$ cat src/rtl/cpli_pkg.sv
// shared types and constants for the piecewise-linear sensor linearizer
// no dependencies; used by cpli_muldiv, clamped_piecewise_linear_interp and the testbench
package cpli_pkg;

  localparam int DATA_W         = 32;   // q16.16 value width
  localparam int CFG_W          = 5;    // active_points register width
  localparam int IDX_W          = 4;    // point_index field width
  localparam int MAX_POINTS_DEF = 16;

  localparam logic [CFG_W-1:0] ACTIVE_RESET = 5'd2;

  // action codes
  localparam logic ACT_LOAD  = 1'b0;
  localparam logic ACT_QUERY = 1'b1;

  // operands for the serial multiply/divide: mag * dq / dx, all unsigned
  typedef struct packed {
    logic [DATA_W-1:0] mag;
    logic [DATA_W-1:0] dq;
    logic [DATA_W-1:0] dx;
  } md_req_t;

endpackage

$ cat src/rtl/cpli_ram.sv
// generic single-port-write, single-port-read ram with registered read
// no dependencies
module cpli_ram #(
  parameter int WIDTH = 64,
  parameter int DEPTH = 16
) (
  input  logic                     clk,
  input  logic                     we,
  input  logic [$clog2(DEPTH)-1:0] waddr,
  input  logic [WIDTH-1:0]         wdata,
  input  logic                     re,
  input  logic [$clog2(DEPTH)-1:0] raddr,
  output logic [WIDTH-1:0]         rdata
);

  logic [WIDTH-1:0] mem [DEPTH];

  always_ff @(posedge clk) begin
    if (we) begin
      mem[waddr] <= wdata;
    end
    if (re) begin
      rdata <= mem[raddr];
    end
  end

endmodule

$ cat src/rtl/cpli_muldiv.sv
// bit-serial unsigned mag * dq / dx: 32 shift-add steps, then 32 restoring divide steps
// depends on cpli_pkg; the quotient must fit in DATA_W bits (dq < dx)
module cpli_muldiv (
  input  logic                             clk,
  input  logic                             rst,
  input  logic                             go,
  input  cpli_pkg::md_req_t                req,
  output logic                             done,
  output logic [cpli_pkg::DATA_W-1:0]      quot
);

  localparam int W  = cpli_pkg::DATA_W;
  localparam int CW = $clog2(W);

  localparam logic [1:0] PH_IDLE = 2'd0;
  localparam logic [1:0] PH_MUL  = 2'd1;
  localparam logic [1:0] PH_DIV  = 2'd2;

  logic [1:0]    phase;
  logic [CW-1:0] cnt;
  logic [W-1:0]  hi;
  logic [W-1:0]  lo;
  logic [W-1:0]  mag;
  logic [W-1:0]  dx;

  logic [W:0]    sum;
  logic [W:0]    trial;
  logic [W:0]    diff;
  logic          ge;

  always_comb begin
    sum   = {1'b0, hi} + (lo[0] ? {1'b0, mag} : {(W+1){1'b0}});
    trial = {hi, lo[W-1]};
    diff  = trial - {1'b0, dx};
    ge    = trial >= {1'b0, dx};
  end

  always_ff @(posedge clk) begin
    if (rst) begin
      phase <= PH_IDLE;
      cnt   <= '0;
      done  <= 1'b0;
    end else begin
      done <= 1'b0;
      case (phase)
        PH_IDLE: begin
          if (go) begin
            phase <= PH_MUL;
            cnt   <= '0;
          end
        end
        PH_MUL: begin
          cnt <= cnt + 1'b1;
          if (cnt == CW'(W - 1)) begin
            phase <= PH_DIV;
          end
        end
        PH_DIV: begin
          cnt <= cnt + 1'b1;
          if (cnt == CW'(W - 1)) begin
            phase <= PH_IDLE;
            done  <= 1'b1;
          end
        end
        default: begin
          phase <= PH_IDLE;
        end
      endcase
    end
  end

  // product accumulates in {hi, lo}; the divide then reuses hi as remainder
  // and shifts quotient bits into lo
  always_ff @(posedge clk) begin
    case (phase)
      PH_IDLE: begin
        if (go) begin
          hi  <= '0;
          lo  <= req.dq;
          mag <= req.mag;
          dx  <= req.dx;
        end
      end
      PH_MUL: begin
        hi <= sum[W:1];
        lo <= {sum[0], lo[W-1:1]};
      end
      PH_DIV: begin
        hi <= ge ? diff[W-1:0] : trial[W-1:0];
        lo <= {lo[W-2:0], ge};
      end
      default: begin
        hi <= hi;
      end
    endcase
  end

  assign quot = lo;

endmodule

$ cat src/rtl/clamped_piecewise_linear_interp.sv
// clamped piecewise-linear sensor linearizer, q16.16 signed
// depends on cpli_pkg, cpli_ram (breakpoint table) and cpli_muldiv (serial mul/div)
//
// usage:
//   an item is taken at a clock edge with start high and busy low.
//   action = load writes breakpoint (point_x, point_y) into entry point_index
//   and gives no result; busy stays low. indexes at or above MAX_POINTS
//   are dropped.
//   action = query converts query_x. busy rises for the whole query; the
//   result appears on converted_value for exactly one cycle with done high.
//   the receiver has no way to stall, so each result beat must be taken then.
//   the table walk reads one entry per cycle from the single read port; the
//   interpolation then runs 32 shift-add steps and 32 restoring divide steps,
//   one bit per cycle.
//   a new item may be started in the cycle that done is high.
//   cfg_we writes active_points (values below 2 act as 2, above MAX_POINTS as
//   MAX_POINTS); write it only while idle.
//   reset (rst, synchronous) sets active_points to 2 and drops any query in
//   flight; the table contents are undefined until loaded.
module clamped_piecewise_linear_interp #(
  parameter int MAX_POINTS = cpli_pkg::MAX_POINTS_DEF
) (
  input  logic                                  clk,
  input  logic                                  rst,
  input  logic                                  start,
  output logic                                  busy,
  input  logic                                  action,
  input  logic        [cpli_pkg::IDX_W-1:0]     point_index,
  input  logic signed [cpli_pkg::DATA_W-1:0]    point_x,
  input  logic signed [cpli_pkg::DATA_W-1:0]    point_y,
  input  logic signed [cpli_pkg::DATA_W-1:0]    query_x,
  input  logic                                  cfg_we,
  input  logic        [cpli_pkg::CFG_W-1:0]     cfg_wdata,
  output logic                                  done,
  output logic signed [cpli_pkg::DATA_W-1:0]    converted_value
);

  localparam int W   = cpli_pkg::DATA_W;
  localparam int AW  = $clog2(MAX_POINTS);
  localparam int NW  = $clog2(MAX_POINTS + 1);
  localparam int CW  = (cpli_pkg::CFG_W > NW) ? cpli_pkg::CFG_W : NW;
  localparam int LW  = (cpli_pkg::IDX_W > NW) ? cpli_pkg::IDX_W : NW;

  localparam logic [CW-1:0] MAXP_C = CW'(MAX_POINTS);
  localparam logic [CW-1:0] MINP_C = CW'(2);
  localparam logic [LW-1:0] MAXP_L = LW'(MAX_POINTS);

  localparam logic [1:0] S_IDLE  = 2'd0;
  localparam logic [1:0] S_SCAN  = 2'd1;
  localparam logic [1:0] S_DRAIN = 2'd2;
  localparam logic [1:0] S_CALC  = 2'd3;

  logic [1:0]                 state;
  logic [cpli_pkg::CFG_W-1:0] active_points;
  logic [AW-1:0]              nlast;
  logic [AW-1:0]              rd_idx;
  logic                       data_valid;
  logic [AW-1:0]              data_idx;
  logic                       found;
  logic                       below;
  logic                       md_go;

  logic signed [W-1:0]        q;
  logic signed [W-1:0]        prev_x;
  logic signed [W-1:0]        prev_y;
  logic signed [W-1:0]        first_y;
  logic signed [W-1:0]        seg_y0;
  logic                       seg_neg;
  cpli_pkg::md_req_t          seg_req;

  logic                       accept;
  logic                       load_we;
  logic [CW-1:0]              ap_ext;
  logic [CW-1:0]              n_used;
  logic [2*W-1:0]             rd_data;
  logic signed [W-1:0]        cur_x;
  logic signed [W-1:0]        cur_y;
  logic                       match;
  logic signed [W:0]          dq_w;
  logic signed [W:0]          dx_w;
  logic signed [W:0]          dy_w;
  logic [W:0]                 mag_w;
  logic                       md_done;
  logic [W-1:0]               quot;

  assign accept  = start && !busy;
  assign load_we = accept && (action == cpli_pkg::ACT_LOAD)
                   && (LW'(point_index) < MAXP_L);
  assign busy    = (state != S_IDLE);

  always_comb begin
    ap_ext = CW'(active_points);
    if (ap_ext < MINP_C) begin
      n_used = MINP_C;
    end else if (ap_ext > MAXP_C) begin
      n_used = MAXP_C;
    end else begin
      n_used = ap_ext;
    end
  end

  cpli_ram #(
    .WIDTH (2 * W),
    .DEPTH (MAX_POINTS)
  ) u_table (
    .clk   (clk),
    .we    (load_we),
    .waddr (AW'(point_index)),
    .wdata ({point_x, point_y}),
    .re    (state == S_SCAN),
    .raddr (rd_idx),
    .rdata (rd_data)
  );

  always_comb begin
    cur_x = signed'(rd_data[2*W-1:W]);
    cur_y = signed'(rd_data[W-1:0]);
    match = (prev_x <= q) && (q < cur_x);
    dq_w  = {q[W-1], q} - {prev_x[W-1], prev_x};
    dx_w  = {cur_x[W-1], cur_x} - {prev_x[W-1], prev_x};
    dy_w  = {cur_y[W-1], cur_y} - {prev_y[W-1], prev_y};
    mag_w = dy_w[W] ? (~dy_w + 1'b1) : dy_w;
  end

  cpli_muldiv u_muldiv (
    .clk  (clk),
    .rst  (rst),
    .go   (md_go),
    .req  (seg_req),
    .done (md_done),
    .quot (quot)
  );

  // control
  always_ff @(posedge clk) begin
    if (rst) begin
      state         <= S_IDLE;
      active_points <= cpli_pkg::ACTIVE_RESET;
      rd_idx        <= '0;
      data_valid    <= 1'b0;
      found         <= 1'b0;
      md_go         <= 1'b0;
      done          <= 1'b0;
    end else begin
      done       <= 1'b0;
      md_go      <= 1'b0;
      data_valid <= (state == S_SCAN);
      if (cfg_we) begin
        active_points <= cfg_wdata;
      end
      if (data_valid && (data_idx != '0) && !found && match) begin
        found <= 1'b1;
      end
      case (state)
        S_IDLE: begin
          if (accept && (action == cpli_pkg::ACT_QUERY)) begin
            state  <= S_SCAN;
            rd_idx <= '0;
            found  <= 1'b0;
          end
        end
        S_SCAN: begin
          if (rd_idx == nlast) begin
            state <= S_DRAIN;
          end else begin
            rd_idx <= rd_idx + 1'b1;
          end
        end
        S_DRAIN: begin
          // last entry is on the read port now
          if (!below && (q < cur_x) && (found || match)) begin
            state <= S_CALC;
            md_go <= 1'b1;
          end else begin
            state <= S_IDLE;
            done  <= 1'b1;
          end
        end
        S_CALC: begin
          if (md_done) begin
            state <= S_IDLE;
            done  <= 1'b1;
          end
        end
        default: begin
          state <= S_IDLE;
        end
      endcase
    end
  end

  // datapath
  always_ff @(posedge clk) begin
    data_idx <= rd_idx;
    if (accept && (action == cpli_pkg::ACT_QUERY)) begin
      q     <= query_x;
      nlast <= AW'(n_used - 1'b1);
    end
    if (data_valid) begin
      prev_x <= cur_x;
      prev_y <= cur_y;
      if (data_idx == '0) begin
        below   <= (q <= cur_x);
        first_y <= cur_y;
      end else if (!found && match) begin
        seg_y0      <= prev_y;
        seg_neg     <= dy_w[W];
        seg_req.mag <= mag_w[W-1:0];
        seg_req.dq  <= dq_w[W-1:0];
        seg_req.dx  <= dx_w[W-1:0];
      end
    end
    if (state == S_DRAIN) begin
      converted_value <= below ? first_y : cur_y;
    end else if ((state == S_CALC) && md_done) begin
      converted_value <= seg_neg ? (seg_y0 - signed'(quot)) : (seg_y0 + signed'(quot));
    end
  end

endmodule

$ cat config.mk
export PLATFORM = sky130hd
export DESIGN_NAME = clamped_piecewise_linear_interp
export DESIGN_NICKNAME = d
export VERILOG_FILES = /design/src/rtl/cpli_pkg.sv /design/src/rtl/cpli_ram.sv /design/src/rtl/cpli_muldiv.sv /design/src/rtl/clamped_piecewise_linear_interp.sv
export SDC_FILE = /design/constraint.sdc
export NUM_CORES = 2
export LEC_CHECK = 0
export BUFFER_PORTS_ARGS = -buffer_cell sky130_fd_sc_hd__buf_2
export CORE_ASPECT_RATIO = 1.75
export CORE_MARGIN = 8
export CORE_UTILIZATION = 40
export CTS_BUF_LIST = sky130_fd_sc_hd__clkbuf_16
export CTS_CLUSTER_DIAMETER = 60
export CTS_CLUSTER_SIZE = 12
export DETAILED_ROUTE_END_ITERATION = 7
export HOLD_SLACK_MARGIN = 0.05
export PLACE_DENSITY = 0.65
export REMOVE_ABC_BUFFERS = 1
export SLEW_MARGIN = 5
export SYNTH_ARGS = -nofsm -noshare
export SYNTH_HDL_FRONTEND = slang
export SYNTH_HIERARCHICAL = 1
export SYNTH_SLANG_ARGS = --single-unit
$ cat constraint.sdc
create_clock -name clk -period 11.5 [get_ports clk]
set_input_delay 1.15 -clock clk [delete_from_list [all_inputs] [get_ports clk]]
set_output_delay 1.15 -clock clk [all_outputs]
set_load 0.01 [all_outputs]
==> reports/qor.csv <==
metric,value,unit
globalRouteTotalUtil,18.9,%
drive_gt1_share,15.6,%
die_y,565,um
drtAntennaViolNets,0,
worstPathRequired,12.00,ns
worstPathArrival,5.75,ns
portBuffers,143,
yosys.cell_types.count,93,
drv_cap,0,
rr_worst_depth,18,
power.total,14.2,mW
top_register,u_table/mem,
power_density,186,nW/um2
max_freq,191,MHz
dp_hpwl,121,mm
nNetsFinal,4970,
ys.flop_type,edfxtp_1,
final-hold-violation-count,0,
r2r-start,u_muldiv/quot[1],
cts_tree,yes,
rsz0062_at_grt,no,
maxSlewHeadroom,28.8,%
holdPathEnd,u_muldiv/dx[21],
post_cts_resized,0,
hold_buffers,0,
drc_errors,0,
placementRows,201,
synth_cells,4414,
via_per_inst,5.73,
hold_class,reg2reg,
clock_skew,0.0608,ns
io_pins,144,
slew_viol_final,0,
worstHoldStart,seg_req[21],
setup_viol_count_final,0,
htreeDepth,4,
hold_depth,0,
cp-start-kind,register,
cts_buffers,157,
ys_ff_latch,1537,
finalWirelength,179,mm
initial_utilization,40.2,%
initialDrtViolationCount,2809,
synthArstFlopShare,0,%
n_fill_cell,14900,
crit_type,reg2reg,
num_vias,39500,
clock-sinks,1537,
gp_congestion,0.977,
avgSynthCellArea,15.6,um2
post-cts-setup-buffers,0,
pre_cts_slack,6.39,ns
ys.warnings.count,6,
leakagePower,25.8,nW
grt_start_max_net_pins,110,
routedWlPerCell,25.9,um
cts_max_path_buffers,4,
critPathCaptureType,register,
worst_pin_slew,1.07,ns
clkTransAtPathRegs,0.06,ns
cts.root.buffer_cell,clkbuf_16,
clkLatencyLatePin,0.79,ns
gr-total-overflow,0,
antenna_found_initial,26,
ff2ff_setup_slack,6.26,ns
yosysSeqAreaShare,66.7,%
fin_ws,6.26,ns
drtPass1Iterations,6,
synth-edff-count,1510,
grt_pass1_wl,262,mm
grt_pass1_vias,41000,
core,171000,um2
syn-cell-area,68800,um2
largest_register_ffs,1024,
outcome,"complete, no violations",
dieArea,186000,um2
syn2layout_area_growth,11.1,%
ir_worst_vdd,122,uV
die_w,330,um
finalCritPeriodShare,45.6,%
period_needed,5.24,ns
r2r-end,converted_value[31],
reg.largest.list,"u_table/mem (1024), seg_req (96), u_table/rdata (64)",
path_max_fanout,6,
logic make-up (layout without fill, tap and decap cells):
group,after synthesis,count (layout),share of synthesized area (%)
other,0,11,0
adders and majority gates,237,237,4.37
and+or+nand+nor,807,807,5.80
DFF,1537,1537,66.7
xor gates and xnor gates,210,210,2.67
muxes,303,303,9.08
buffers and inverters,383,614,2.37
AOI/OAI and AO/OA,937,937,9.01
metal layers:
layer  GRT usage, %  up-vias  part of all wire [%]
met5              0        -                 0.062
met4           9.96       18                   5.7
met3           2.46      436                   5.0
met2           35.5     1230                    54
met1           20.4    20100                    35
li1               -    17700                     -
synthesized netlist by cell type, types with 32 or more instances:
cell / n / area [um2]
nor2_1: 216 / 811
clkbuf_1: 92 / 345
nor3_1: 43 / 215
xnor2_1: 145 / 1270
xor2_1: 65 / 569
nand2b_1: 38 / 238
inv_1: 223 / 837
a22oi_1: 164 / 1230
mux4_2: 256 / 5770
nand3_1: 53 / 265
a21oi_1: 272 / 1360
o21ai_0: 129 / 646
nand2_1: 201 / 754
edfxtp_1: 1510 / 45300
and2_1: 59 / 369
a21o_1: 82 / 616
nor2b_1: 44 / 275
ha_1: 231 / 2890
mux2i_1: 37 / 370
nand4_1: 32 / 200
where the power goes:
| group | internal, mW | total, mW | switching (mW) |
|---|---|---|---|
| logic | 1.18 | 2.97 | 1.79 |
| registers | 6.58 | 6.76 | 0.176 |
| clock network | 2.50 | 4.47 | 1.96 |
| total | 10.3 | 14.2 | 3.93 |
how the worst max path moves through the flow:
stage                     cells after the start  slack [ns]                   to               from
after floorplan                               3       -0.26     u_table/rdata[0]          rd_idx[0]
after global placement                       18        6.38  converted_value[31]   u_muldiv/quot[0]
after detailed placement                     14        6.39            seg_y0[6]  u_table/rdata[33]
after CTS                                    18        6.38  converted_value[31]   u_muldiv/quot[1]
after global routing                         18        6.06  converted_value[31]   u_muldiv/quot[0]
final                                        18        6.26  converted_value[31]   u_muldiv/quot[1]
cell usage in the layout, fill, tap and decap left out, types with 14 or more instances in the layout:
master     Yosys  layout
o21bai_1      19      19
nand3_1       53      53
mux2i_1       37      37
xnor2_1      145     145
a21o_1        82      82
ha_1         231     230
buf_4         10      65
dfxtp_1       27      24
a31oi_1       24      24
edfxtp_1    1510    1510
a21oi_1      272     272
inv_1        223     231
nor3_1        43      39
a22oi_1      164     164
o211ai_1      22      22
or3_1         23      23
a211oi_1      26      26
buf_2         16     143
nand4_1       32      32
nand2b_1      38      38
o31ai_1       19      19
and2_1        59      56
nor2b_1       44      41
nor2_4         0      14
o21a_1        26      26
o22ai_1       31      31
and3_1        27      26
nand2_1      201     201
mux4_2       256     256
xor2_1        65      65
nor2_1       216     202
o21ai_0      129     129
clkbuf_16      0     163
nor4_1        17      17
metrics by stage:
stage | area, um2 | std cells | setup TNS [ns] | hold WS [ns] | utilization [%]
floorplan | 68000 | 4254 | -17.24 | 0.400 | -
global placement | 72200 | 6697 | 0 | 0.403 | 42.2
detailed placement | 72200 | 6697 | 0 | 0.405 | 42.2
CTS | 76400 | 6878 | 0 | 0.385 | 44.7
global route | 76400 | 6880 | 0 | 0.397 | 44.7
finish | 76500 | 6889 | 0 | 0.391 | 44.7
critical path: stages (launching register included):
cell       delay (ns)
edfxtp_1         0.45
inv_1            0.09
ha_1             0.16
nand2b_1         0.07
or4_1            0.45
nor4_1           0.72
nor2_1           0.11
xnor2_1          0.16
ha_1             0.37
a21o_1           0.13
a21o_1           0.12
a21oi_1          0.08
o41ai_1          0.50
a21oi_1          0.20
and3b_1          0.22
a21oi_1          0.44
nand3_1          0.18
a2111oi_0        0.41
a211oi_1         0.09
final cells by class:
type / instances / area [um2] / share of cell area (%)
antenna: 11 / 27.5 / 0.0360
clock buffer: 163 / 4080 / 5.34
clock inverter: 18 / 110 / 0.144
inverter: 223 / 840 / 1.10
multi-input combinational: 2494 / 21500 / 28.1
sequential: 1537 / 45900 / 60.0
tap: 2233 / 2790 / 3.65
timing repair buffer: 210 / 1240 / 1.63
No activity file was read; power rests on OpenSTA's default activity.
